## src/rtl/core/assert_macros.svh

```systemverilog
// ----------------------------------------------------------------------------
// Assertion macros
// Shared concurrent assertion wrappers; they expand to nothing for synthesis.
// ----------------------------------------------------------------------------
`ifndef ASSERT_MACROS_SVH
`define ASSERT_MACROS_SVH
`ifndef SYNTHESIS
// Property must hold at every clock edge outside reset
`define SET_ASSERT(label, clk, rst, prop, msg) \
   label: assert property (@(posedge clk) disable iff (rst) prop) else $error(msg);
// Expression must never be true outside reset
`define SET_ASSERT_NEVER(label, clk, rst, expr, msg) \
   label: assert property (@(posedge clk) disable iff (rst) !(expr)) else $error(msg);
`else
`define SET_ASSERT(label, clk, rst, prop, msg)
`define SET_ASSERT_NEVER(label, clk, rst, expr, msg)
`endif
`endif

```

## src/rtl/core/set_pkg.sv

```systemverilog
// ----------------------------------------------------------------------------
// Sobel edge threshold package
// Shared widths, register indexes, reset values and transaction types.
// ----------------------------------------------------------------------------
`default_nettype none

package set_pkg;

   // Pixel and geometry
   localparam int PIXEL_BITS      = 8;
   localparam int DEF_MAX_WIDTH   = 1024;
   localparam int DEF_MAX_HEIGHT  = 4096;
   localparam int MIN_IMAGE_WIDTH = 2;
   localparam int MIN_IMAGE_HEIGHT = 1;
   localparam int ROW_W           = 13;
   localparam logic [ROW_W-1:0] ROW_COUNTER_MAX = 13'd8191;

   // Configuration registers
   localparam int CFG_WIDTH_BITS  = 11;
   localparam int CFG_HEIGHT_BITS = 13;
   localparam int CFG_THRESH_BITS = 11;
   localparam int CSR_DATA_W      = 13;
   localparam int CSR_INDEX_W     = 2;
   localparam logic [CSR_INDEX_W-1:0] CSR_IDX_IMAGE_WIDTH    = 2'd0;
   localparam logic [CSR_INDEX_W-1:0] CSR_IDX_IMAGE_HEIGHT   = 2'd1;
   localparam logic [CSR_INDEX_W-1:0] CSR_IDX_EDGE_THRESHOLD = 2'd2;
   localparam logic [CFG_WIDTH_BITS-1:0]  RST_IMAGE_WIDTH    = 11'd640;
   localparam logic [CFG_HEIGHT_BITS-1:0] RST_IMAGE_HEIGHT   = 13'd480;
   localparam logic [CFG_THRESH_BITS-1:0] RST_EDGE_THRESHOLD = 11'd60;

   // Gradient arithmetic
   localparam int MAG_W = 10;   // |gx|, |gy| and one-sided kernel sums, up to 1020
   localparam int SQ_W  = 20;   // squared magnitude of one axis
   localparam int LIM_W = 24;   // (threshold + 1)^2 and gx^2 + gy^2

   // Result buffer
   localparam int OUT_FIFO_DEPTH = 8;
   localparam int FIFO_PTR_W     = $clog2(OUT_FIFO_DEPTH);
   localparam int FIFO_CNT_W     = $clog2(OUT_FIFO_DEPTH + 1);

   typedef logic [PIXEL_BITS-1:0] pix_type;

   // 3x3 window, row-major, top row and left column first
   typedef logic [8:0][PIXEL_BITS-1:0] set_win_type;

   typedef struct packed {
      logic                  action;
      logic [PIXEL_BITS-1:0] pixel;
   } set_req_type;

   typedef struct packed {
      logic edge_res;
      logic last_of_frame;
   } set_rsp_type;

   // Per-item control handed from the counter stage to the line memory stage
   typedef struct packed {
      logic [PIXEL_BITS-1:0] cur;
      logic                  emit;
      logic                  top;
      logic                  bottom;
      logic                  left;
      logic                  right;
      logic                  last;
   } set_item_type;

   // Issue status of the current input transaction
   typedef struct packed {
      logic rd_en;
      logic emit;
   } set_issue_type;

endpackage

`default_nettype wire

```

## src/rtl/core/set_out_fifo.sv

```systemverilog
// ----------------------------------------------------------------------------
// Sobel edge threshold result buffer
// Small register FIFO between the gradient pipeline and the result channel.
// ----------------------------------------------------------------------------
`default_nettype none
`include "assert_macros.svh"

module set_out_fifo (
   input  wire logic                              clock,
   input  wire logic                              reset,
   input  wire logic                              push,
   input  wire set_pkg::set_rsp_type              push_data,
   output logic                                   rsp_valid,
   input  wire logic                              rsp_ready,
   output set_pkg::set_rsp_type                   rsp_payload,
   output logic [set_pkg::FIFO_CNT_W-1:0]         count
);

   localparam int DEPTH = set_pkg::OUT_FIFO_DEPTH;
   localparam int PTR_W = set_pkg::FIFO_PTR_W;
   localparam int CNT_W = set_pkg::FIFO_CNT_W;

   set_pkg::set_rsp_type fifo_mem [DEPTH];
   logic [PTR_W-1:0] wr_ptr_ff, wr_ptr_in;
   logic [PTR_W-1:0] rd_ptr_ff, rd_ptr_in;
   logic [CNT_W-1:0] count_ff, count_in;
   logic             pop;
   logic             full;

   assign pop  = rsp_ready && (count_ff != '0);
   assign full = (count_ff == CNT_W'(DEPTH));

   // Pointer and fill count update
   always_comb begin
      wr_ptr_in = wr_ptr_ff;
      rd_ptr_in = rd_ptr_ff;
      count_in  = count_ff;
      if (push) begin
         wr_ptr_in = (wr_ptr_ff == PTR_W'(DEPTH - 1)) ? '0 : wr_ptr_ff + PTR_W'(1);
      end
      if (pop) begin
         rd_ptr_in = (rd_ptr_ff == PTR_W'(DEPTH - 1)) ? '0 : rd_ptr_ff + PTR_W'(1);
      end
      if (push && !pop) begin
         count_in = count_ff + CNT_W'(1);
      end else if (pop && !push) begin
         count_in = count_ff - CNT_W'(1);
      end
   end

   always_ff @(posedge clock) begin
      if (reset) begin
         wr_ptr_ff <= '0;
         rd_ptr_ff <= '0;
         count_ff  <= '0;
      end else begin
         wr_ptr_ff <= wr_ptr_in;
         rd_ptr_ff <= rd_ptr_in;
         count_ff  <= count_in;
      end
   end

   // Storage
   always_ff @(posedge clock) begin
      if (push) begin
         fifo_mem[wr_ptr_ff] <= push_data;
      end
   end

   assign rsp_valid   = (count_ff != '0);
   assign rsp_payload = fifo_mem[rd_ptr_ff];
   assign count       = count_ff;

   `SET_ASSERT_NEVER(a_no_overflow, clock, reset, push && full && !pop, "result buffer overflow")

endmodule

`default_nettype wire

```

## config.mk

```make
export PLATFORM = sky130hd
export DESIGN_NAME = set_out_fifo
export DESIGN_NICKNAME = d
export VERILOG_FILES = /design/src/rtl/core/set_pkg.sv /design/src/rtl/core/set_out_fifo.sv
export VERILOG_INCLUDE_DIRS = /design/src /design/src/rtl/core
export SDC_FILE = /design/constraint.sdc
export NUM_CORES = 1
export LEC_CHECK = 0
export BUFFER_PORTS_ARGS = -buffer_cell sky130_fd_sc_hd__buf_2
export CORE_MARGIN = 2
export CORE_UTILIZATION = 30
export CTS_CLUSTER_DIAMETER = 40
export CTS_CLUSTER_SIZE = 12
export DETAILED_ROUTE_END_ITERATION = 7
export PLACE_DENSITY = 0.53
export SYNTH_ARGS = -nofsm -noshare
export SYNTH_HDL_FRONTEND = slang
export SYNTH_SLANG_ARGS = --single-unit
```

## constraint.sdc

```tcl
create_clock -name clock -period 6.25 [get_ports clock]
set_input_delay 0.625 -clock clock [delete_from_list [all_inputs] [get_ports clock]]
set_output_delay 0.625 -clock clock [all_outputs]
set_load 0.01 [all_outputs]
```

==> impl_metrics.yaml <==
grt:
  track_usage_pct: 10.5
  grt_pass1_wl_mm: 3.42
  grt_overflow_total: 0
  grt_start_max_net_pins: 12
  grt_pass1_vias: 754
  antenna_found_initial: 0
clocking:
  clock_sinks: 29
  clk-insertion-delay-late_ns: 0.27
  cts_tree: "done"
  cts_setup_buffers: 0
  postCtsHoldBufs: 0
  cts_resized: 0
  cts.reportedPaths.clkPinSlew_ns: 0.06
  cts_max_level: 2
  cts-root-buf: "clkbuf_8"
  clock_path_buffers: 2
  cts_buffers: 5
drt:
  routed.top_layer: "met4"
  wl_met3_um: 53
  vias: 751
  drc: 0
  met2_length_mm: 1.05
  dr.pass1.iters: 4
  drt-total-wl_mm: 2.04
  final_antenna_net_count: 0
  viasPerCell: 4.64
  wl_per_cell_um: 12.6
  met1Wirelength_um: 917
  drt_iter0_drc: 27
die:
  num_io_pins: 13
  die_h_um: 68.9
  dieArea_um2: 4740
  fp.dieW_um: 68.9
  rows: 23
  initial_core_util_pct: 31.3
  core_area_um2: 4030
cells_and_area:
  fill_cells: 401
  fin_area_um2: 1470
  fin_nets: 125
  layout_commonest_cell: "edfxtp_1"
  drive_gt1_share_pct: 25.0
  antenna_cells: 0
  areaGrowthSynthToFinish_pct: 16.3
  final_cells: 162
  final_cell_mix: "edfxtp_1 (16), nor2_1 (15), dfxtp_1 (13)"
synth:
  synthAdderAreaFrac_pct: 8.52
  synth_nets: 108
  synth-xor-area-share_pct: 1.39
  synth_ff_type: "edfxtp_1"
  synth-seq-cells: 29
  syn-instance-count: 94
  synth_simple_gate_area_share_pct: 13.7
  synth_top_family_by_area: "simple AND/OR/NAND/NOR gates"
  synth_compound_area_share_pct: 4.06
  synth_edf_count: 16
  synthArstFlopShare_pct: 0
  netlist_area_um2: 1260
  muxShareOfSynthArea_pct: 12.8
  yosys_warnings: 0
  syn_area_per_cell_um2: 13.4
  synth_cell_types: 27
  synth-seq-area-share_pct: 58.7
placement:
  portBuffers: 12
  dpl.hpwl_mm: 1.59
  placed_cells: 154
  placed_area_um2: 1380
  gp_congestion: 0.790
critical_path:
  crit_family: "simple AND/OR/NAND/NOR gates"
  crit_path_cell_trace: "or4_4 > nand2_4 > ha_1 > inv_1 > ha_1 > a21oi_1 > a211oi_1 > a31oi_1 > mux2_2"
  critPathMaxStageDelay_ns: 0.58
  crit_required_ns: 6.41
  critPathCaptureType: "register"
  cpMostUsedCell: "ha_1"
  worst_ep_arrival_time_ns: 2.65
  slowest_stage: "or4_4"
  worst-setup-path-type: "register to register"
  path_buf_inv: 1
  setup.worst_path.start_class: "register"
  worst-path-max-fanout: 5
power_and_ir_drop:
  power_leakage_uw: 0.000558
  power.density_nw_per_um2: 391
  ir_drop_mv: 0.0966
  finalPower_uw: 573
sta:
  report.final.hold_viol_count: 0
  fin_crit_sh_pct: 39.8
  fmax_mhz: 402
  finalSetupTns_ns: 0
  holdWs_ns: 0.492
  rsz0062_at_grt: "false"
  drv_slew: 0
  setup-violations-final: 0
  tightest_slew_ns: 0.387
  fin_skew_ns: 0.00698
  period_needed_ns: 2.49
  slew_headroom_pct: 74.0
flow_run:
  maxCapViolCount: 0
status:
  status: "finished, final reports clean"
worst_hold_path:
  worstHoldPathType: "register to register"
## where the power goes
| group | switching (uW) | leakage, uW | total, uW | internal (uW) |
|---|---|---|---|---|
| combinational | 83.2 | 0.000261 | 171 | 87.7 |
| sequential | 25.7 | 0.000252 | 250 | 224 |
| clock | 63.1 | 0.0000455 | 153 | 89.5 |
## layout make-up
type                       count  area (um^2)  area share [%]
sequential                    29          741            50.5
clock buffer                   8         90.1            6.14
inverter                       1         3.75           0.256
multi-input combinational     62          510            34.8
timing repair buffer          12         60.1            4.09
tap                           50         62.6            4.26
## logic make-up after synthesis
kind of cell / Yosys count
xor+xnor: 2
flops: 29
simple gates: 34
compound gates: 8
buf+inv: 3
mux: 10
fa+ha+maj: 8
## final timing paths
kind              cells past startpoint  slack [ns]    startpoint           end
setup / recovery                      9        3.76      count[2]      count[3]
hold / removal                        2        0.49  rd_ptr_ff[1]  rd_ptr_ff[1]
setup reg to reg                      9        3.76      count[2]      count[3]
hold reg to reg                       2        0.49  rd_ptr_ff[1]  rd_ptr_ff[1]
## worst register-to-register path, stage by stage, from the launching register on
cell      delay, ns
dfxtp_1        0.34
or4_4          0.58
nand2_4        0.11
ha_1           0.16
inv_1          0.09
ha_1           0.33
a21oi_1        0.18
a211oi_1       0.10
a31oi_1        0.16
mux2_2         0.34
## routing by layer
layer,global-route usage [%],up-vias
met5,0,-
met4,5.15,0
met3,4.87,2
met2,16.5,6
met1,12.1,359
li1,-,384
## stage by stage
stage	utilization (%)	setup WS, ns
after floorplan	-	3.82
final	36.4	3.76
after CTS	36.4	3.75
after global routing	36.4	3.60
after global placement	34.2	3.80
after detailed placement	34.2	3.76
## cells in the mapped netlist (all sizes together), types with 2 or more instances
library cell / n / area (um^2)
edfxtp: 16 / 480
nor2: 15 / 56.3
dfxtp: 13 / 260
ha: 7 / 87.6
a21oi: 6 / 37.5
nand2: 6 / 30.0
mux4: 4 / 97.6
nand2b: 4 / 25.0
mux2: 3 / 33.8
mux2i: 3 / 30.0
clkbuf: 2 / 7.51
nand3: 2 / 10.0
nor3: 2 / 10.0
No activity file was read; power rests on OpenSTA's default activity.
