==> src/rtl/core/assert_macros.svh <==
// ----------------------------------------------------------------------------
// Assertion macros
// Shared concurrent assertion wrappers; they expand to nothing for synthesis.
// ----------------------------------------------------------------------------
`ifndef ASSERT_MACROS_SVH
`define ASSERT_MACROS_SVH
`ifndef SYNTHESIS
// Property must hold at every clock edge outside reset
`define SET_ASSERT(label, clk, rst, prop, msg) \
   label: assert property (@(posedge clk) disable iff (rst) prop) else $error(msg);
// Expression must never be true outside reset
`define SET_ASSERT_NEVER(label, clk, rst, expr, msg) \
   label: assert property (@(posedge clk) disable iff (rst) !(expr)) else $error(msg);
`else
`define SET_ASSERT(label, clk, rst, prop, msg)
`define SET_ASSERT_NEVER(label, clk, rst, expr, msg)
`endif
`endif

==> src/rtl/core/set_pkg.sv <==
// ----------------------------------------------------------------------------
// Sobel edge threshold package
// Shared widths, register indexes, reset values and transaction types.
// ----------------------------------------------------------------------------
`default_nettype none

package set_pkg;

   // Pixel and geometry
   localparam int PIXEL_BITS      = 8;
   localparam int DEF_MAX_WIDTH   = 1024;
   localparam int DEF_MAX_HEIGHT  = 4096;
   localparam int MIN_IMAGE_WIDTH = 2;
   localparam int MIN_IMAGE_HEIGHT = 1;
   localparam int ROW_W           = 13;
   localparam logic [ROW_W-1:0] ROW_COUNTER_MAX = 13'd8191;

   // Configuration registers
   localparam int CFG_WIDTH_BITS  = 11;
   localparam int CFG_HEIGHT_BITS = 13;
   localparam int CFG_THRESH_BITS = 11;
   localparam int CSR_DATA_W      = 13;
   localparam int CSR_INDEX_W     = 2;
   localparam logic [CSR_INDEX_W-1:0] CSR_IDX_IMAGE_WIDTH    = 2'd0;
   localparam logic [CSR_INDEX_W-1:0] CSR_IDX_IMAGE_HEIGHT   = 2'd1;
   localparam logic [CSR_INDEX_W-1:0] CSR_IDX_EDGE_THRESHOLD = 2'd2;
   localparam logic [CFG_WIDTH_BITS-1:0]  RST_IMAGE_WIDTH    = 11'd640;
   localparam logic [CFG_HEIGHT_BITS-1:0] RST_IMAGE_HEIGHT   = 13'd480;
   localparam logic [CFG_THRESH_BITS-1:0] RST_EDGE_THRESHOLD = 11'd60;

   // Gradient arithmetic
   localparam int MAG_W = 10;   // |gx|, |gy| and one-sided kernel sums, up to 1020
   localparam int SQ_W  = 20;   // squared magnitude of one axis
   localparam int LIM_W = 24;   // (threshold + 1)^2 and gx^2 + gy^2

   // Result buffer
   localparam int OUT_FIFO_DEPTH = 8;
   localparam int FIFO_PTR_W     = $clog2(OUT_FIFO_DEPTH);
   localparam int FIFO_CNT_W     = $clog2(OUT_FIFO_DEPTH + 1);

   typedef logic [PIXEL_BITS-1:0] pix_type;

   // 3x3 window, row-major, top row and left column first
   typedef logic [8:0][PIXEL_BITS-1:0] set_win_type;

   typedef struct packed {
      logic                  action;
      logic [PIXEL_BITS-1:0] pixel;
   } set_req_type;

   typedef struct packed {
      logic edge_res;
      logic last_of_frame;
   } set_rsp_type;

   // Per-item control handed from the counter stage to the line memory stage
   typedef struct packed {
      logic [PIXEL_BITS-1:0] cur;
      logic                  emit;
      logic                  top;
      logic                  bottom;
      logic                  left;
      logic                  right;
      logic                  last;
   } set_item_type;

   // Issue status of the current input transaction
   typedef struct packed {
      logic rd_en;
      logic emit;
   } set_issue_type;

endpackage

`default_nettype wire

==> src/rtl/core/set_grad.sv <==
// ----------------------------------------------------------------------------
// Sobel edge threshold gradient
// Kernel sums, squared magnitude and threshold compare over stages a and b.
// ----------------------------------------------------------------------------
`default_nettype none

module set_grad (
   input  wire logic                                 clock,
   input  wire logic                                 reset,
   input  wire logic                                 win_valid,
   input  wire set_pkg::set_win_type                 win,
   input  wire logic                                 win_last,
   input  wire logic [set_pkg::CFG_THRESH_BITS-1:0]  edge_threshold,
   output logic                                      push,
   output set_pkg::set_rsp_type                      push_data
);

   localparam int MAG_W = set_pkg::MAG_W;
   localparam int SQ_W  = set_pkg::SQ_W;
   localparam int LIM_W = set_pkg::LIM_W;
   localparam int THP_W = set_pkg::CFG_THRESH_BITS + 1;

   logic [MAG_W-1:0] px, nx, py, ny;
   logic [MAG_W-1:0] ax_in, ay_in;
   logic [MAG_W-1:0] ax_ff, ay_ff;
   logic             a_valid_ff, a_last_ff;
   logic [SQ_W-1:0]  sqx_ff, sqy_ff;
   logic             b_valid_ff, b_last_ff;
   logic [THP_W-1:0] thr_p1;
   logic [LIM_W-1:0] lim_ff;
   logic [LIM_W-1:0] mag_sq;
   logic             is_edge;

   // Kernel halves: positive and negative taps summed apart
   always_comb begin
      px = MAG_W'(win[2]) + MAG_W'({win[5], 1'b0}) + MAG_W'(win[8]);
      nx = MAG_W'(win[0]) + MAG_W'({win[3], 1'b0}) + MAG_W'(win[6]);
      py = MAG_W'(win[6]) + MAG_W'({win[7], 1'b0}) + MAG_W'(win[8]);
      ny = MAG_W'(win[0]) + MAG_W'({win[1], 1'b0}) + MAG_W'(win[2]);
      ax_in = (px >= nx) ? (px - nx) : (nx - px);
      ay_in = (py >= ny) ? (py - ny) : (ny - py);
   end

   // (threshold+1)^2 limit; unchecked: user keeps it static with items in flight
   assign thr_p1 = THP_W'(edge_threshold) + THP_W'(1);

   always_ff @(posedge clock) begin
      lim_ff <= LIM_W'(thr_p1) * LIM_W'(thr_p1);
   end

   // Stage valids
   always_ff @(posedge clock) begin
      if (reset) begin
         a_valid_ff <= 1'b0;
         b_valid_ff <= 1'b0;
      end else begin
         a_valid_ff <= win_valid;
         b_valid_ff <= a_valid_ff;
      end
   end

   // Magnitudes, then squares
   always_ff @(posedge clock) begin
      if (win_valid) begin
         ax_ff     <= ax_in;
         ay_ff     <= ay_in;
         a_last_ff <= win_last;
      end
      if (a_valid_ff) begin
         sqx_ff    <= SQ_W'(ax_ff) * SQ_W'(ax_ff);
         sqy_ff    <= SQ_W'(ay_ff) * SQ_W'(ay_ff);
         b_last_ff <= a_last_ff;
      end
   end

   // Compare against the limit
   always_comb begin
      mag_sq                  = LIM_W'(sqx_ff) + LIM_W'(sqy_ff);
      is_edge                 = mag_sq >= lim_ff;
      push                    = b_valid_ff;
      push_data.edge_res      = is_edge;
      push_data.last_of_frame = b_last_ff;
   end

endmodule

`default_nettype wire

==> config.mk <==
export PLATFORM = sky130hd
export DESIGN_NAME = set_grad
export DESIGN_NICKNAME = d
export VERILOG_FILES = /design/src/rtl/core/assert_macros.svh /design/src/rtl/core/set_pkg.sv /design/src/rtl/core/set_grad.sv
export SDC_FILE = /design/constraint.sdc
export NUM_CORES = 1
export LEC_CHECK = 0
export BUFFER_PORTS_ARGS = -buffer_cell sky130_fd_sc_hd__buf_2
export CAP_MARGIN = 20
export CORE_ASPECT_RATIO = 0.5
export CORE_MARGIN = 1
export CORE_UTILIZATION = 31
export CTS_CLUSTER_DIAMETER = 200
export CTS_CLUSTER_SIZE = 20
export DETAILED_ROUTE_END_ITERATION = 8
export PLACE_DENSITY_LB_ADDON = 0.15
export SYNTH_ARGS = -nofsm -noshare
export SYNTH_HDL_FRONTEND = slang
export SYNTH_SLANG_ARGS = --single-unit
export TNS_END_PERCENT = 30
==> constraint.sdc <==
create_clock -name clock -period 5.41 [get_ports clock]
set_input_delay 0 -clock clock [delete_from_list [all_inputs] [get_ports clock]]
set_output_delay 0 -clock clock [all_outputs]
set_load 0.02 [all_outputs]
==> flow_summary.yaml <==
timing:
  slew_headroom_pct: 34.69
  fin_crit_sh_pct: 94.90
  drv_slew: 0
  max_freq_mhz: 194.8
  period_minus_slack_ns: 5.134
  worstMarginPinSlew_ns: 0.9796
  finalSetupTns_ns: 0
  setup_viol: 0
  holdWs_ns: 0.1274
  hold_violations: 0
  finClkSkew_ns: 0.009110
global_routing:
  antenna_found_initial: 1
  grt_start_max_net_pins: 41
  grt_util_all_layers_pct: 13.72
  grt_pass1_wl_um: 60910
  grt_pass1_vias: 11894
  gr-total-overflow: 0
yosys:
  synthArstFlopShare_pct: 0
  yosys-top-cells-count: "334 x inv_1, 262 x ha_1, 209 x fa_1, 114 x nor2_1, 99 x nand2_1"
  synth_area_leaders: "fa_1 25%, ha_1 20%, edfxtp_1 11%, inv_1 7.6%, xnor2_1 4.6%"
  synth_ff_type: "edfxtp_1"
  synth_top_area_share_pct: 25.29
  yosys_register_bits: 85
  synth_edf_count: 60
  synth_cells: 1780
  synthDistinctLibCells: 73
  synth_top_area_cell: "fa_1"
  netlist_area_mm2: 0.01655
  synth_most_common_cell: "inv_1"
  synth.avg_cell_area_um2: 9.296
  ys_warn_count: 0
  synth-seq-area-share_pct: 13.91
clock_network:
  cts_tree: "built"
  insertion_delay_ns: 0.35
  cts_htree_levels: 3
  cts_sinks: 85
  clk_pin_slew_ns: 0.07
  clockBufferDepth: 2
  cts-root-buf: "clkbuf_16"
  cts_buffers: 9
floorplan:
  io_pins: 90
  core_area_mm2: 0.05234
  num_rows: 59
  start_util_pct: 31.62
  die-area_mm2: 0.05436
  die_w_um: 328.7
  die_height_um: 165.4
setup_path:
  required_ns: 5.50
  crit_type: "flip-flop to flip-flop"
  timing.rr.start: "ax_ff[7]"
  worstPathMaxFanout: 7
  worstPathArrival_ns: 5.22
  reg2regPathDepth: 15
  cp-start-kind: "flip-flop"
  crit_end: "sqx_ff[18]"
  critPathLaunch: "ax_ff[7]"
  cp-end-kind: "flip-flop"
  rr_endpoint: "sqx_ff[18]"
  regToRegSetupSlack_ns: 0.28
detailed_routing:
  route.detailed.drc: 16
  drt_iter0_drc: 495
  vias: 11940
  wire_per_inst_um: 13.57
  wl_um: 36180
  ant_nets: 0
  dr.pass1.iters: 7
  drt-vias-per-instance: 4.480
status:
  violations: "design-rule violations"
  outcome: "finished, violations left"
placed_design:
  portBuffers: 81
  gp_congestion: 0.8043
  dpl.hpwl_um: 32090
final_layout:
  nNetsFinal: 2516
  drive_gt1_share_pct: 13.09
  final_util_pct: 36.41
  area_delta_synth_final_pct: 15.17
run:
  cap_viol_max_count: 0
hold_path:
  hold_class: "primary input to flip-flop"
## how the worst min path moves through the flow
stage | start | to | slack (ns) | cells past startpoint
after floorplan | reset | a_valid_ff | 0.07 | 1
after global placement | reset | a_valid_ff | 0.17 | 2
after detailed placement | reset | a_valid_ff | 0.17 | 2
after CTS | edge_threshold[0] | lim_ff[0] | 0.11 | 4
after global routing | edge_threshold[0] | lim_ff[0] | 0.14 | 4
final | edge_threshold[0] | lim_ff[0] | 0.13 | 4
## flip-flops by register name (all words and copies together) (netlist names)
name        count
a_last_ff       1
a_valid_ff      1
ax_ff          10
ay_ff          10
b_last_ff       1
lim_ff         23
push            1
sqx_ff         19
sqy_ff         19
## layout make-up
cell class / count / area, µm²
Clock buffer: 9 / 225.2
Clock inverter: 7 / 73.82
Sequential cell: 85 / 2303
Inverter: 337 / 1271
Fill cell: 5367 / 33280
Timing Repair Buffer: 197 / 1305
Antenna cell: 1 / 2.502
Tap cell: 701 / 877.1
Multi-Input combinational cell: 1328 / 13000
## cell usage in the layout (no fill, tap or decap), drive strengths merged, types with 43 or more instances in the layout
| master | count |
|---|---|
| ha | 262 |
| inv | 337 |
| buf | 195 |
| a21oi | 65 |
| a21o | 43 |
| nand2 | 99 |
| o21ai | 48 |
| and2 | 58 |
| xor2 | 46 |
| edfxtp | 60 |
| xnor2 | 88 |
| fa | 209 |
| nor2 | 114 |
## what timing repair did
action                                 4_1_cts  5_1_grt
endpoints found under the hold margin        3        0
resized for setup                            0       36
hold buffers                                 2        0
setup buffers                                0       10
setup endpoints to repair                    0       10
## metal layers
layer	up-vias	wire, µm	global-route usage [%]
met5	-	0	0
met4	0	221	1.839
met3	14	668	1.338
met2	102	16020	21.91
met1	5627	19260	20.39
li1	6197	-	-
## cell families (layout without fill, tap and decap cells)
kind of cell | Yosys count | after routing | share of synthesized area, %
flip-flops | 85 | 85 | 13.91
XOR/XNOR | 134 | 134 | 7.138
AO/OA/AOI/OAI | 276 | 276 | 11.33
other | 2 | 10 | 0.04539
buffers and inverters | 374 | 550 | 8.620
AND/OR/NAND/NOR | 415 | 415 | 12.44
adder cells (fa/ha/maj) | 471 | 471 | 45.10
multiplexers | 23 | 23 | 1.422
## worst max-delay path: stages (launching register included)
cell and delay, ns:
edfxtp_1 0.51, and2_1 0.26, fa_1 0.54, inv_1 0.05
fa_1 0.47, inv_1 0.05, fa_1 0.49, fa_1 0.43
fa_1 0.47, ha_1 0.34, nand2_1 0.14, nor2_1 0.06
a32o_1 0.26, or4_1 0.47, a31oi_1 0.22, xnor2_1 0.12
## metrics by stage
stage / setup WS, ns / cell area (µm²) / cells
5_1_grt: -0.005196 / 19050 / 2664
3_3_place_gp: -0.2141 / 18500 / 2636
3_5_place_dp: -0.1851 / 18500 / 2636
4_1_cts: 0.1006 / 18820 / 2654
2_1_floorplan: 0.03185 / 16590 / 1787
6_report: 0.2760 / 19060 / 2665
Power is not shown: default switching activity piles up to over one toggle a cycle in this logic, so the estimate is an artifact.
