File: src/rtl/core/assert_macros.svh
// ----------------------------------------------------------------------------
// Assertion macros
// Shared concurrent assertion wrappers; they expand to nothing for synthesis.
// ----------------------------------------------------------------------------
`ifndef ASSERT_MACROS_SVH
`define ASSERT_MACROS_SVH
`ifndef SYNTHESIS
// Property must hold at every clock edge outside reset
`define SET_ASSERT(label, clk, rst, prop, msg) \
   label: assert property (@(posedge clk) disable iff (rst) prop) else $error(msg);
// Expression must never be true outside reset
`define SET_ASSERT_NEVER(label, clk, rst, expr, msg) \
   label: assert property (@(posedge clk) disable iff (rst) !(expr)) else $error(msg);
`else
`define SET_ASSERT(label, clk, rst, prop, msg)
`define SET_ASSERT_NEVER(label, clk, rst, expr, msg)
`endif
`endif

File: src/rtl/core/set_pkg.sv
// ----------------------------------------------------------------------------
// Sobel edge threshold package
// Shared widths, register indexes, reset values and transaction types.
// ----------------------------------------------------------------------------
`default_nettype none

package set_pkg;

   // Pixel and geometry
   localparam int PIXEL_BITS      = 8;
   localparam int DEF_MAX_WIDTH   = 1024;
   localparam int DEF_MAX_HEIGHT  = 4096;
   localparam int MIN_IMAGE_WIDTH = 2;
   localparam int MIN_IMAGE_HEIGHT = 1;
   localparam int ROW_W           = 13;
   localparam logic [ROW_W-1:0] ROW_COUNTER_MAX = 13'd8191;

   // Configuration registers
   localparam int CFG_WIDTH_BITS  = 11;
   localparam int CFG_HEIGHT_BITS = 13;
   localparam int CFG_THRESH_BITS = 11;
   localparam int CSR_DATA_W      = 13;
   localparam int CSR_INDEX_W     = 2;
   localparam logic [CSR_INDEX_W-1:0] CSR_IDX_IMAGE_WIDTH    = 2'd0;
   localparam logic [CSR_INDEX_W-1:0] CSR_IDX_IMAGE_HEIGHT   = 2'd1;
   localparam logic [CSR_INDEX_W-1:0] CSR_IDX_EDGE_THRESHOLD = 2'd2;
   localparam logic [CFG_WIDTH_BITS-1:0]  RST_IMAGE_WIDTH    = 11'd640;
   localparam logic [CFG_HEIGHT_BITS-1:0] RST_IMAGE_HEIGHT   = 13'd480;
   localparam logic [CFG_THRESH_BITS-1:0] RST_EDGE_THRESHOLD = 11'd60;

   // Gradient arithmetic
   localparam int MAG_W = 10;   // |gx|, |gy| and one-sided kernel sums, up to 1020
   localparam int SQ_W  = 20;   // squared magnitude of one axis
   localparam int LIM_W = 24;   // (threshold + 1)^2 and gx^2 + gy^2

   // Result buffer
   localparam int OUT_FIFO_DEPTH = 8;
   localparam int FIFO_PTR_W     = $clog2(OUT_FIFO_DEPTH);
   localparam int FIFO_CNT_W     = $clog2(OUT_FIFO_DEPTH + 1);

   typedef logic [PIXEL_BITS-1:0] pix_type;

   // 3x3 window, row-major, top row and left column first
   typedef logic [8:0][PIXEL_BITS-1:0] set_win_type;

   typedef struct packed {
      logic                  action;
      logic [PIXEL_BITS-1:0] pixel;
   } set_req_type;

   typedef struct packed {
      logic edge_res;
      logic last_of_frame;
   } set_rsp_type;

   // Per-item control handed from the counter stage to the line memory stage
   typedef struct packed {
      logic [PIXEL_BITS-1:0] cur;
      logic                  emit;
      logic                  top;
      logic                  bottom;
      logic                  left;
      logic                  right;
      logic                  last;
   } set_item_type;

   // Issue status of the current input transaction
   typedef struct packed {
      logic rd_en;
      logic emit;
   } set_issue_type;

endpackage

`default_nettype wire

File: src/rtl/core/set_ctrl.sv
// ----------------------------------------------------------------------------
// Sobel edge threshold position control
// Tracks input and result positions, decides emission, borders and frame end.
// ----------------------------------------------------------------------------
`default_nettype none
`include "assert_macros.svh"

module set_ctrl #(
   parameter int MAX_WIDTH  = set_pkg::DEF_MAX_WIDTH,
   parameter int MAX_HEIGHT = set_pkg::DEF_MAX_HEIGHT
) (
   input  wire logic                                  clock,
   input  wire logic                                  reset,
   input  wire logic                                  take,
   input  wire set_pkg::set_req_type                  req_payload,
   input  wire logic [set_pkg::CFG_WIDTH_BITS-1:0]    image_width,
   input  wire logic [set_pkg::CFG_HEIGHT_BITS-1:0]   image_height,
   output set_pkg::set_issue_type                     issue,
   output logic [$clog2(MAX_WIDTH)-1:0]               rd_col,
   output logic                                       item_valid,
   output set_pkg::set_item_type                      item,
   output logic [$clog2(MAX_WIDTH)-1:0]               item_col
);

   localparam int COL_W  = $clog2(MAX_WIDTH);
   localparam int WCNT_W = COL_W + 1;
   localparam int CMPW_W = (WCNT_W > set_pkg::CFG_WIDTH_BITS) ? WCNT_W
                                                               : set_pkg::CFG_WIDTH_BITS;
   localparam int HLIM_W = $clog2(MAX_HEIGHT + 1);
   localparam int CMPH_W = (HLIM_W > set_pkg::CFG_HEIGHT_BITS) ? HLIM_W
                                                                : set_pkg::CFG_HEIGHT_BITS;
   localparam int ROW_W  = set_pkg::ROW_W;
   localparam int ROWX_W = ROW_W + 1;

   logic [CMPW_W-1:0] width_ext;
   logic [CMPW_W-1:0] width_clamp;
   logic [WCNT_W-1:0] w_eff;
   logic [CMPH_W-1:0] height_ext;
   logic [CMPH_W-1:0] height_clamp;
   logic [ROW_W-1:0]  h_eff;

   logic [COL_W-1:0]  in_col_ff,  in_col_in;
   logic [ROW_W-1:0]  in_row_ff,  in_row_in;
   logic [COL_W-1:0]  out_col_ff, out_col_in;
   logic [ROW_W-1:0]  out_row_ff, out_row_in;
   logic              item_valid_ff, item_valid_in;
   set_pkg::set_item_type item_ff, item_in;
   logic [COL_W-1:0]  item_col_ff;

   logic [WCNT_W-1:0] in_col_inc;
   logic [WCNT_W-1:0] out_col_inc;
   logic [ROWX_W-1:0] out_row_inc;
   logic              in_wrap;
   logic              out_right;
   logic              out_bottom;
   logic              in_below;
   logic              emit;
   logic              skip;
   logic              step;
   logic              last;

   // Clamp the geometry registers to the supported range
   always_comb begin
      width_ext  = CMPW_W'(image_width);
      height_ext = CMPH_W'(image_height);
      if (width_ext < CMPW_W'(set_pkg::MIN_IMAGE_WIDTH)) begin
         width_clamp = CMPW_W'(set_pkg::MIN_IMAGE_WIDTH);
      end else if (width_ext > CMPW_W'(MAX_WIDTH)) begin
         width_clamp = CMPW_W'(MAX_WIDTH);
      end else begin
         width_clamp = width_ext;
      end
      if (height_ext < CMPH_W'(set_pkg::MIN_IMAGE_HEIGHT)) begin
         height_clamp = CMPH_W'(set_pkg::MIN_IMAGE_HEIGHT);
      end else if (height_ext > CMPH_W'(MAX_HEIGHT)) begin
         height_clamp = CMPH_W'(MAX_HEIGHT);
      end else begin
         height_clamp = height_ext;
      end
      w_eff = WCNT_W'(width_clamp);
      h_eff = ROW_W'(height_clamp);
   end

   // Position decode for the current transaction
   always_comb begin
      in_col_inc  = WCNT_W'(in_col_ff) + WCNT_W'(1);
      out_col_inc = WCNT_W'(out_col_ff) + WCNT_W'(1);
      out_row_inc = ROWX_W'(out_row_ff) + ROWX_W'(1);
      in_wrap     = in_col_inc >= w_eff;
      out_right   = out_col_inc >= w_eff;
      out_bottom  = out_row_inc >= ROWX_W'(h_eff);
      in_below    = in_row_ff >= h_eff;
      emit        = (in_row_ff >= ROW_W'(2)) ||
                    ((in_row_ff == ROW_W'(1)) && (in_col_ff != '0));
      // flush with no frame under way is dropped
      skip        = req_payload.action && (in_row_ff == '0) && (in_col_ff == '0);
      step        = take && !skip;
      last        = emit && out_bottom && out_right;
   end

   // Next counter values and item descriptor
   always_comb begin
      in_col_in  = in_col_ff;
      in_row_in  = in_row_ff;
      out_col_in = out_col_ff;
      out_row_in = out_row_ff;
      if (step) begin
         if (in_wrap) begin
            in_col_in = '0;
            if (in_row_ff != set_pkg::ROW_COUNTER_MAX) begin
               in_row_in = in_row_ff + ROW_W'(1);
            end
         end else begin
            in_col_in = in_col_ff + COL_W'(1);
         end
         if (emit) begin
            if (last) begin
               in_col_in  = '0;
               in_row_in  = '0;
               out_col_in = '0;
               out_row_in = '0;
            end else if (out_right) begin
               out_col_in = '0;
               if (out_row_ff != set_pkg::ROW_COUNTER_MAX) begin
                  out_row_in = out_row_ff + ROW_W'(1);
               end
            end else begin
               out_col_in = out_col_ff + COL_W'(1);
            end
         end
      end
      item_valid_in  = step;
      item_in.cur    = (req_payload.action || in_below) ? '0 : req_payload.pixel;
      item_in.emit   = emit;
      item_in.top    = (out_row_ff == '0);
      item_in.bottom = out_bottom;
      item_in.left   = (out_col_ff == '0);
      item_in.right  = out_right;
      item_in.last   = last;
   end

   // Control registers
   always_ff @(posedge clock) begin
      if (reset) begin
         in_col_ff     <= '0;
         in_row_ff     <= '0;
         out_col_ff    <= '0;
         out_row_ff    <= '0;
         item_valid_ff <= 1'b0;
      end else begin
         in_col_ff     <= in_col_in;
         in_row_ff     <= in_row_in;
         out_col_ff    <= out_col_in;
         out_row_ff    <= out_row_in;
         item_valid_ff <= item_valid_in;
      end
   end

   // Item payload toward the line memory stage
   always_ff @(posedge clock) begin
      if (step) begin
         item_ff     <= item_in;
         item_col_ff <= in_col_ff;
      end
   end

   assign issue.rd_en = step;
   assign issue.emit  = emit;
   assign rd_col      = in_col_ff;
   assign item_valid  = item_valid_ff;
   assign item        = item_ff;
   assign item_col    = item_col_ff;

   `SET_ASSERT(a_skip_no_item, clock, reset, (take && skip) |=> !item_valid_ff, "dropped flush issued an item")
   `SET_ASSERT(a_frame_restart, clock, reset, (step && last) |=> ((in_col_ff == '0) && (in_row_ff == '0) && (out_col_ff == '0) && (out_row_ff == '0)), "counters not cleared at frame end")

endmodule

`default_nettype wire

File: config.mk
export PLATFORM = sky130hd
export DESIGN_NAME = set_ctrl
export DESIGN_NICKNAME = d
export VERILOG_FILES = /design/src/rtl/core/set_pkg.sv /design/src/rtl/core/set_ctrl.sv
export VERILOG_INCLUDE_DIRS = /design/src /design/src/rtl/core
export SDC_FILE = /design/constraint.sdc
export NUM_CORES = 1
export LEC_CHECK = 0
export BUFFER_PORTS_ARGS = -buffer_cell sky130_fd_sc_hd__buf_2
export CAP_MARGIN = 40
export CORE_MARGIN = 2
export CORE_UTILIZATION = 35
export DETAILED_ROUTE_END_ITERATION = 7
export PLACE_DENSITY = 0.61
export SYNTH_ARGS = -nofsm -noshare
export SYNTH_HDL_FRONTEND = slang
export SYNTH_SLANG_ARGS = --single-unit
export TNS_END_PERCENT = 1
File: constraint.sdc
create_clock -name clock -period 6.9 [get_ports clock]
set_clock_uncertainty 0.05 [all_clocks]
set_input_delay 1.035 -clock clock [delete_from_list [all_inputs] [get_ports clock]]
set_output_delay 1.035 -clock clock [all_outputs]
set_load 0.01 [all_outputs]
==> results of run 1 <==
critical path, cell delays in order, from the launching register on:
cell and delay [ns]:
dfxtp_1 0.41, or4_4 0.61, nor3_2 0.19, nand3_2 0.12
o21ai_4 0.56, inv_2 0.50, buf_2 0.28
cell type report:
class / instances / area share (%)
Clock inverter: 4 / 1.28
Clock buffer: 12 / 4.24
Inverter: 18 / 1.21
Tap cell: 176 / 3.95
Timing Repair Buffer: 73 / 6.60
Multi-Input combinational cell: 424 / 52.9
Sequential cell: 71 / 29.8
logic make-up (layout without fill, tap and decap cells):
| kind of cell | after synthesis | count (layout) | share of synthesized area (%) |
|---|---|---|---|
| flip-flops | 71 | 71 | 34.6 |
| AO/OA/AOI/OAI | 104 | 104 | 15.2 |
| multiplexers | 1 | 1 | 0.209 |
| XOR/XNOR | 36 | 36 | 6.57 |
| buffers and inverters | 38 | 107 | 3.91 |
| AND/OR/NAND/NOR | 225 | 225 | 24.4 |
| adder cells (fa/ha/maj) | 58 | 58 | 15.1 |
final timing paths:
kind,slack [ns],start,endpoint,cells after the start
worst max-delay path,2.79,rd_col[3]$_SDFFE_PP0P_,issue[1],6
worst max register to register,3.04,out_row_ff[0]$_SDFFE_PP0P_,out_row_ff[6]$_SDFFE_PP0P_,13
worst min-delay path,0.48,out_col_ff[4]$_SDFFE_PP0P_,out_col_ff[4]$_SDFFE_PP0P_,2
worst min register to register,0.48,out_col_ff[4]$_SDFFE_PP0P_,out_col_ff[4]$_SDFFE_PP0P_,2
synthesized netlist by cell type, drive strengths merged (2+ instances only):
cell type	number
o31ai	2
buf	12
nand3b	7
nand2b	4
dfxtp	47
or4	2
nor4	11
a21o	12
o21ai	21
a211o	2
nand3	29
nand2	62
a22o	8
o21bai	3
ha	58
and2	14
inv	17
a32oi	2
nor4b	3
xnor2	24
nor3	21
a211oi	3
a22oi	2
a31oi	10
nor2	37
and3	13
o21a	2
clkbuf	8
a21oi	30
xor2	12
and4	3
o2111ai	2
edfxtp	24
nor2b	4
nand4	10
or3	2
stage by stage:
| stage | utilization, % | cell area, sq um | power [W] | hold WS, ns | setup slack (ns) |
|---|---|---|---|---|---|
| after global routing | 41.9 | 5580 | 0.00110 | 0.514 | 2.57 |
| after detailed placement | 39.6 | 5270 | 0.000572 | 0.473 | 2.92 |
| after CTS | 41.9 | 5580 | 0.00107 | 0.481 | 2.77 |
| after global placement | 39.6 | 5270 | 0.000568 | 0.455 | 2.96 |
| final | 41.9 | 5580 | 0.00105 | 0.479 | 2.79 |
| after floorplan | - | 4800 | 0.000532 | 0.424 | 3.34 |
sequential cells by signal, indices dropped and copies added (netlist names):
name / flops
out_row_ff: 13
rd_col: 10
item: 14
item_col: 10
item_valid: 1
out_col_ff: 10
in_row_ff: 13
cells in the final DEF, fill, tap and decap left out, types with 9 or more instances in the layout:
cell	synthesis	routed
nor2_1	30	30
nand3_1	28	28
clkbuf_16	0	9
ha_1	58	58
and2_1	13	13
o21ai_0	16	16
a21oi_1	29	29
dfxtp_1	47	47
nor4_1	11	11
buf_2	3	72
xor2_1	12	12
xnor2_1	24	24
edfxtp_1	24	24
a21o_1	11	11
nand2_1	62	62
nor3_1	20	20
nand4_1	10	10
and3_1	11	11
inv_1	16	16
where the power goes:
| group | internal (W) | switching, W |
|---|---|---|
| logic | 0.0000393 | 0.0000703 |
| clock network | 0.000316 | 0.000175 |
| registers | 0.000448 | 0.00000571 |
routing by layer:
layer / vias to the layer above / routed length (microns) / GRT usage (%) / part of all wire (%)
met2: 85 / 5360 / 25.8 / 47
met5: - / 0 / 0 / 0
met3: 9 / 556 / 3.95 / 4.9
met1: 1913 / 5310 / 21.0 / 47
li1: 2073 / - / - / -
met4: 0 / 166 / 5.31 / 1.5
==> metrics.txt, run 1 <==
GRT Total Usage 16.0%; RSZ-0062 raised after global routing no; initial antenna violation count 0; DP HPWL 8550 microns; Hold Crit Class flop to flop; Die Y 121 microns; worst skew pair latency 0.34 ns; antenna fix cells 0; Area growth syn-to-layout 16.2%; Detailed Route Iter0 Violations 255; PortBufs 72; CP Launch Type flop; total gr overflow 0; routed wire length 11400 microns; H-Tree Depth 3; Most used DFF post-synth dfxtp_1; placed insts 762; Post CTS Setup Buffer Count 0; FF+latch area 1660 sq um; Initial Utilization 36.1%; Mapped Area 4800 sq um; fin crit share 59.6%; DR pass1 iterations 4; core area 13300 sq um; Data arrival, critical path 3.03 ns; final-report setup violation count 0; f_max 0.243 GHz; # DRC 0; number of synthesized flops with an enable pin 24; fraction of layout cells with a size suffix above 1 18.8%; Die W 121 microns; Longest Clk Path Bufs 2; Worst Path Required 5.81 ns; via count 4080; hold-fix buffers at CTS 0; top-area cell type share of the netlist area 19.6%; CTS tree done; total negative slack 0 ns; I/O pin total 73; worst relative slew slack 50.6%; DIE AREA 14700 sq um; Clock Sinks 71; count of cell types in the netlist 67; GP Congestion 0.811; Avg Inst Size Synth 9.00 sq um; outcome finished, final reports clean; CTS clk-pin slew, worst paths 0.06 ns; Vias/cell 5.24; vias in the first global route 3879; crit path kind flop to primary output; non-filler instance count after layout 778; Lkg Pwr 2.37 nW; max cap viols 0; PwrDens 189 nW/um^2; FP Rows 42; Multi-input gate area 2950 sq um; Root Buffer clkbuf_16; yosys warns 0; Syn Nets 627; Filler cells 1332; Setup crit end kind primary output; critical-path maximum fanout 33; VDD IR max 107 uV; Final min period 4.11 ns; Post-Synthesis Cells 533; nets 691; FF+latch count, synth 71; first-pass GRT wire length 18600 microns; Resized Gates After CTS 0; max-slew violation count 0; Routed WL per cell 14.6 microns; Worst-Margin Slew 0.739 ns; Final Hold Viols 0; area leader, netlist dfxtp_1; largest net degree at the start of global routing 34; synth top area cells dfxtp_1 (20%), ha_1 (15%), edfxtp_1 (15%); Async S/R FF share, synth 0%; Seq/Total Area, Yosys 34.6%; post-route ant nets 0; CTS buffer count 9
(Power assumes the default switching activity.)
==> run 2: changes to the inputs <==
--- a/config.mk
+++ b/config.mk
@@ -6,12 +6,13 @@
 export SDC_FILE = /design/constraint.sdc
 export NUM_CORES = 1
 export LEC_CHECK = 0
+export ABC_AREA = 1
 export BUFFER_PORTS_ARGS = -buffer_cell sky130_fd_sc_hd__buf_2
 export CAP_MARGIN = 40
 export CORE_MARGIN = 2
 export CORE_UTILIZATION = 35
 export DETAILED_ROUTE_END_ITERATION = 7
-export PLACE_DENSITY = 0.61
+export PLACE_DENSITY = 0.62
 export SYNTH_ARGS = -nofsm -noshare
 export SYNTH_HDL_FRONTEND = slang
 export SYNTH_SLANG_ARGS = --single-unit
==> constraint.sdc (replaced) <==
create_clock -name clock -period 3.7 [get_ports clock]
set_clock_uncertainty 0.05 [all_clocks]
set_input_delay 0.555 -clock clock [delete_from_list [all_inputs] [get_ports clock]]
set_output_delay 0.555 -clock clock [all_outputs]
set_load 0.01 [all_outputs]
==> metrics.txt, run 2 <==
outcome finished, final reports clean (unchanged); nets 933 (was 691); synth top area cells dfxtp_1 (18%), nand2_1 (16%), ha_1 (14%) (was dfxtp_1 (20%), ha_1 (15%), edfxtp_1 (15%)); Final Hold Viols 0 (unchanged); Detailed Route Iter0 Violations 365 (was 255); largest family of logic cells by synthesized area simple AND/OR/NAND/NOR gates (unchanged); Mapped Area 5280 sq um (was 4800 sq um); Setup crit end kind flop (was primary output); CP Launch Type flop (unchanged); Filler cells 1528 (was 1332); count of cell types in the netlist 33 (was 67); post-route cell area 6070 sq um (was 5580 sq um); most crowded layer after global routing met2 (unchanged); Syn Nets 861 (was 627); area leader, netlist dfxtp_1 (unchanged); total negative slack 0 ns (unchanged); first-pass GRT wire length 21200 microns (was 18600 microns); vias in the first global route 4547 (was 3879); RSZ-0062 raised after global routing no (unchanged); post-synthesis mux area share 0% (was 0.209%); FP Rows 44 (was 42); count leader, synth nand2_1 (unchanged); via count 4861 (was 4080); DIE AREA 16100 sq um (was 14700 sq um); PortBufs 72 (unchanged); Root Buffer clkbuf_16 (unchanged); met1 usage 20.9% (was 21.0%); Resized Gates After CTS 0 (unchanged); hold-fix buffers at CTS 0 (unchanged); simple-gate share of the synthesized area 35.7% (was 24.4%); CTS buffer count 9 (unchanged); worst skew pair latency 0.35 ns (was 0.34 ns); max-slew violation count 0 (unchanged); Seq/Total Area, Yosys 31.5% (was 34.6%); CTS tree done (unchanged); post-synthesis compound-gate area fraction 5.57% (was 15.2%); top post-synthesis cells by count nand2_1 (231), inv_1 (108), nor2_1 (93), ha_1 (58), dfxtp_1 (47) (was nand2_1 (62), ha_1 (58), dfxtp_1 (47), nor2_1 (30), a21oi_1 (29)); initial antenna violation count 0 (unchanged); Synth Area in Adders 13.8% (was 15.1%); number of synthesized flops with an enable pin 24 (unchanged); post-route ant nets 0 (unchanged); Synth Area in XOR/XNOR 3.65% (was 6.57%); H-Tree Depth 3 (unchanged); Worst-Margin Slew 0.714 ns (was 0.739 ns); GRT Total Usage 16.3% (was 16.0%); critical-path maximum fanout 10 (was 33); crit path kind flop to flop (was flop to primary output); GP Congestion 0.835 (was 0.811); Avg Inst Size Synth 6.88 sq um (was 9.00 sq um); largest net degree at the start of global routing 35 (was 34); DP HPWL 9760 microns (was 8550 microns); Most used DFF post-synth dfxtp_1 (unchanged); Worst Path Required 3.92 ns (was 5.81 ns); Hold Crit Class flop to flop (unchanged); Longest Clk Path Bufs 2 (unchanged); routed wire length 12700 microns (was 11400 microns); Data arrival, critical path 3.36 ns (was 3.03 ns); CTS clk-pin slew, worst paths 0.06 ns (about the same); Async S/R FF share, synth 0% (unchanged); Die W 127 microns (was 121 microns); most frequent cells in the layout nand2_1 (231), inv_1 (108), nor2_1 (93) (was buf_2 (72), nand2_1 (62), ha_1 (58)); I/O pin total 73 (unchanged); Routed WL per cell 12.4 microns (was 14.6 microns); met2 Resource Use GR 27.4% (was 25.8%); placed cell area 5790 sq um (was 5270 sq um); f_max 0.318 GHz; Final min period 3.14 ns; number of flip-flops under the largest register name 14 (unchanged); max cap viols 0 (unchanged); Post CTS Setup Buffer Count 0 (unchanged); final-report setup violation count 0 (unchanged); GR Layer Usage met3 3.29% (was 3.95%); # DRC 0 (unchanged); top-area cell type share of the netlist area 17.8% (was 19.6%); fin crit share 84.9%; Initial Utilization 36.0% (was 36.1%); Die Y 127 microns (was 121 microns); commonest non-fill, non-tap cell in the layout nand2_1 (was buf_2); Clock Sinks 71 (unchanged); Area growth syn-to-layout 15.0% (was 16.2%); VDD IR max 218 uV (was 107 uV); core area 14600 sq um (was 13300 sq um); total gr overflow 0 (unchanged); antenna fix cells 0 (unchanged); DR pass1 iterations 6 (was 4); Post-Synthesis Cells 767 (was 533); yosys warns 0 (unchanged); fraction of layout cells with a size suffix above 1 14.5% (was 18.8%); PwrDens 310 nW/um^2 (was 189 nW/um^2); Lkg Pwr 3.05 nW (was 2.37 nW); FF+latch count, synth 71 (unchanged); Vias/cell 4.73 (was 5.24); worst relative slew slack 52.4% (was 50.6%)
-- run 2: changes by cell type in the layout (fill, tap and decap cells not counted), moves of 10 or more --
cell,previous run,this run
and2_1,13,0
a21o_1,11,0
nor2_1,30,93
xor2_1,12,22
nand2_1,62,231
inv_1,16,108
nand3_1,28,45
and3_1,11,1
xnor2_1,24,0
-- run 2: report_power, final --
| part | switching [W] | internal, W |
|---|---|---|
| sequential | 0.0000103 | 0.000834 |
| combinational | 0.000145 | 0.0000800 |
| clock | 0.000354 | 0.000457 |
| total | 0.000509 | 0.00137 |
-- run 2: area by class of cell --
type	instances	area, sq um	area share (%)
sequential	71	1660	27.4
inverter	112	420	6.93
multi-input combinational	570	3100	51.1
tap	184	230	3.80
clock inverter	6	43.8	0.722
clock buffer	10	229	3.77
timing repair buffer	75	383	6.31
-- run 2: per-layer routing --
| layer | wire length, microns | vias up |
|---|---|---|
| li1 | - | 2593 |
| met1 | 6180 | 2149 |
| met2 | 5780 | 104 |
| met3 | 547 | 15 |
| met4 | 206 | 0 |
| met5 | 0 | - |
-- run 2: path summary, 6_finish.rpt --
kind | start | to | slack, ns | cells past startpoint
min | out_col_ff[9]$_SDFFE_PP0P_ | out_col_ff[9]$_SDFFE_PP0P_ | 0.42 | 2
max | rd_col[0]$_SDFFE_PP0P_ | rd_col[8]$_SDFFE_PP0P_ | 0.56 | 17
max reg2reg | rd_col[0]$_SDFFE_PP0P_ | rd_col[8]$_SDFFE_PP0P_ | 0.56 | 17
min reg2reg | out_col_ff[9]$_SDFFE_PP0P_ | out_col_ff[9]$_SDFFE_PP0P_ | 0.42 | 2
-- run 2: worst max-delay path: stages (launching register included) --
cell     delay (ns)
dfxtp_1        0.47
ha_1           0.24
nand3_1        0.11
nor2_1         0.14
nand3_1        0.10
nor2_1         0.15
xor2_1         0.15
inv_1          0.07
ha_1           0.32
nand2_1        0.07
nand2_1        0.05
nand2_1        0.05
nand2_1        0.05
nor2_1         0.19
nand3_2        0.17
nor2_2         0.39
nand3_1        0.14
a21oi_1        0.13
-- run 2: kinds of logic (layout without fill, tap and decap cells) --
logic type | count (synthesis) | count (layout)
adders and majority gates | 58 | 58
and+or+nand+nor | 436 | 436
AOI/OAI and AO/OA | 54 | 54
xor gates and xnor gates | 22 | 22
buffers and inverters | 126 | 203
DFF | 71 | 71
-- run 2: per-stage QoR --
stage	util [%]	worst slack, ns	hold slack [ns]	instances	power (W)
floorplan	-	0.757	0.394	767	0.00100
global placement	39.6	0.332	0.404	1012	0.00109
detailed placement	39.6	0.304	0.407	1012	0.00109
CTS	41.4	0.560	0.417	1028	0.00191
global route	41.4	0.228	0.445	1028	0.00197
finish	41.4	0.558	0.416	1028	0.00188
==> run 3: changes to the inputs <==
--- a/config.mk
+++ b/config.mk
@@ -12,7 +12,7 @@
 export CORE_MARGIN = 2
 export CORE_UTILIZATION = 35
 export DETAILED_ROUTE_END_ITERATION = 7
-export PLACE_DENSITY = 0.62
+export PLACE_DENSITY = 0.6
 export SYNTH_ARGS = -nofsm -noshare
 export SYNTH_HDL_FRONTEND = slang
 export SYNTH_SLANG_ARGS = --single-unit
==> constraint.sdc (replaced) <==
create_clock -name clock -period 3.3 [get_ports clock]
set_clock_uncertainty 0.05 [all_clocks]
set_input_delay 0.495 -clock clock [delete_from_list [all_inputs] [get_ports clock]]
set_output_delay 0.495 -clock clock [all_outputs]
set_load 0.01 [all_outputs]
==> metrics.txt, run 3 (same netlist as run 2, synthesis figures left out) <==
f_max 0.337 GHz (was 0.318 GHz); hold-fix buffers at CTS 0 (unchanged); most frequent cells in the layout nand2_1 (231), inv_1 (108), nor2_1 (92) (was nand2_1 (231), inv_1 (108), nor2_1 (93)); non-filler instance count after layout 1036 (was 1028); Clock Sinks 71 (unchanged); Switching Share 27.3% (was 27.1%); VDD IR max 244 uV (was 218 uV); Data arrival, critical path 3.15 ns (was 3.36 ns); Worst R2R Setup Slack 0.33 ns (was 0.56 ns); total negative slack 0 ns (unchanged); Reg-to-Reg End out_row_ff[12]$_SDFFE_PP0P_ (was rd_col[8]$_SDFFE_PP0P_); Initial Utilization 36.0% (unchanged); Hold Path Depth 3 (was 2); Worst Path Required 3.48 ns (was 3.92 ns); post-route cell area 6200 sq um (was 6070 sq um); crit path kind flop to flop (unchanged); Worst-Margin Slew 0.467 ns (was 0.714 ns); Logic pwr share 12.6% (was 12.0%); CP Launch Type flop (unchanged); fin crit share 89.9% (was 84.9%); via count 4910 (was 4861); DR pass1 iterations 5 (was 6); P_int 0.00154 W (was 0.00137 W); Filler cells 1527 (was 1528); Routed WL per cell 12.6 microns (was 12.4 microns); nets 941 (was 933); # DRC 0 (unchanged); PortBufs 72 (unchanged); CTS tree done (unchanged); Die W 127 microns (unchanged); DP HPWL 10000 microns (was 9760 microns); core area 14600 sq um (unchanged); Lkg Pwr 3.12 nW (was 3.05 nW); R2R depth 16 (was 17); FP Rows 44 (unchanged); largest net degree at the start of global routing 35 (unchanged); max cap viols 0 (unchanged); routed wire length 13100 microns (was 12700 microns); clock share of power 42.9% (was 43.1%); final-report setup violation count 0 (unchanged); Final min period 2.97 ns (was 3.14 ns); number of flip-flops under the largest register name 14 (unchanged); worst relative slew slack 68.6% (was 52.4%); critical-path maximum fanout 13 (was 10); initial antenna violation count 0 (unchanged); placed cell area 5880 sq um (was 5790 sq um); I/O pin total 73 (unchanged); Setup crit end kind flop (unchanged); CP Cell Sequence ha_1 > nand2_1 > nor3_2 > nand3_1 > nor2_1 > xor2_1 > ha_1 > nand2_1 > nor2_1 > nand2_1 > o21ai_1 > nor2_4 > nor2_2 > nand2_4 > a21oi_1 > nor2_1 (was ha_1 > nand3_1 > nor2_1 > nand3_1 > nor2_1 > xor2_1 > inv_1 > ha_1 > nand2_1 > nand2_1 > nand2_1 > nand2_1 > nor2_1 > nand3_2 > nor2_2 > nand3_1 > a21oi_1); Vias/cell 4.74 (was 4.73); Seq pwr share 44.5% (was 44.9%); commonest non-fill, non-tap cell in the layout nand2_1 (unchanged); max incr delay on CP 0.40 ns (was 0.47 ns); Critical-path top delay cell dfxtp_1 (unchanged); placed insts 1018 (was 1012); outcome finished, final reports clean (unchanged); Area growth syn-to-layout 17.4% (was 15.0%); DIE AREA 16100 sq um (unchanged); worst skew pair latency 0.35 ns (about the same); FF+latch area 1660 sq um (unchanged); PwrDens 342 nW/um^2 (was 310 nW/um^2); Hold Startpoint req_payload[2] (was out_col_ff[9]$_SDFFE_PP0P_); Hold Path End item[8]$_SDFFCE_PP0P_ (was out_col_ff[9]$_SDFFE_PP0P_); Root Buffer clkbuf_16 (unchanged); Longest Clk Path Bufs 2 (unchanged); total gr overflow 0 (unchanged); CTS buffer count 9 (unchanged); CTS clk-pin slew, worst paths 0.06 ns (about the same); H-Tree Depth 3 (unchanged); Die Y 127 microns (unchanged); first-pass GRT wire length 21300 microns (was 21200 microns); Reg-to-Reg Start out_col_ff[0]$_SDFFE_PP0P_ (was rd_col[0]$_SDFFE_PP0P_); GRT Total Usage 16.6% (was 16.3%); fraction of layout cells with a size suffix above 1 15.4% (was 14.5%); vias in the first global route 4431 (was 4547); post-route ant nets 0 (unchanged); Final Hold Viols 0 (unchanged); antenna fix cells 0 (unchanged); max-slew violation count 0 (unchanged); Multi-input gate area 3140 sq um (was 3100 sq um); NetSw 0.000578 W (was 0.000509 W); RSZ-0062 raised after global routing no (unchanged); Detailed Route Iter0 Violations 333 (was 365); GP Congestion 0.868 (was 0.835); Hold Crit Class input port to flop (was flop to flop)
## run 3: cell count changes in the layout (fill, tap and decap cells not counted), sizes merged
cell	previous run	this run
clkbuf	10	9
buf	75	82
nand2	237	238
clkinv	3	4
## run 3: metal layers
layer | vias to the layer above | global-route usage (%) | routed length [microns]
met4 | 0 | 5.43 | 204
met3 | 15 | 3.63 | 605
li1 | 2623 | - | -
met5 | - | 0 | 0
met2 | 105 | 27.5 | 6020
met1 | 2167 | 21.6 | 6250
## run 3: final cells by class
class                      count  share of cell area (%)
multi-input combinational    571                    50.7
sequential                    71                    26.8
timing repair buffer          82                    7.63
inverter                     112                    6.79
tap                          184                    3.72
clock buffer                   9                    3.63
clock inverter                 7                   0.747
## run 3: what timing repair did
item / 4_1_cts / 5_1_grt
setup endpoints to repair: 0 / 28
resized for setup: 0 / 7
buffers inserted: 0 / 1
## run 3: per-stage QoR
stage               hold slack [ns]  total power [W]  util [%]  worst slack, ns
floorplan                     0.394          0.00112         -            0.417
global placement              0.407          0.00123      40.1           0.0431
detailed placement            0.420          0.00123      40.1          0.00751
CTS                           0.380          0.00215      42.0            0.238
global route                  0.397          0.00222      42.3          0.00600
finish                        0.392          0.00212      42.3            0.333
## run 3: worst max-delay path by stage
stage,endpoint,cells past startpoint,startpoint
after floorplan,in_row_ff[0]$_SDFFE_PP0P_,17,image_width[4]
after global placement,out_row_ff[1]$_SDFFE_PP0P_,18,image_width[4]
after detailed placement,out_row_ff[2]$_SDFFE_PP0P_,18,image_width[4]
after CTS,out_row_ff[10]$_SDFFE_PP0P_,18,out_col_ff[0]$_SDFFE_PP0P_
after global routing,in_row_ff[10]$_SDFFE_PP0P_,21,rd_col[1]$_SDFFE_PP0P_
final,out_row_ff[12]$_SDFFE_PP0P_,16,out_col_ff[0]$_SDFFE_PP0P_
## run 3: critical path: cells and delay by family (launching register included)
family | cells | cell delay [ns]
AND/OR/NAND/NOR | 11 | 1.27
adder cells (fa/ha/maj) | 2 | 0.42
XOR/XNOR | 1 | 0.29
flip-flops | 1 | 0.40
AO/OA/AOI/OAI | 2 | 0.40
## run 3: power groups by stage
| stage | clock network (W) | registers, W | logic (W) |
|---|---|---|---|
| after floorplan | 0 | 0.000978 | 0.000146 |
| after detailed placement | 0 | 0.000963 | 0.000267 |
| final | 0.000908 | 0.000943 | 0.000267 |
| after CTS | 0.000936 | 0.000944 | 0.000268 |
| after global routing | 0.000969 | 0.000946 | 0.000303 |
| after global placement | 0 | 0.000962 | 0.000266 |
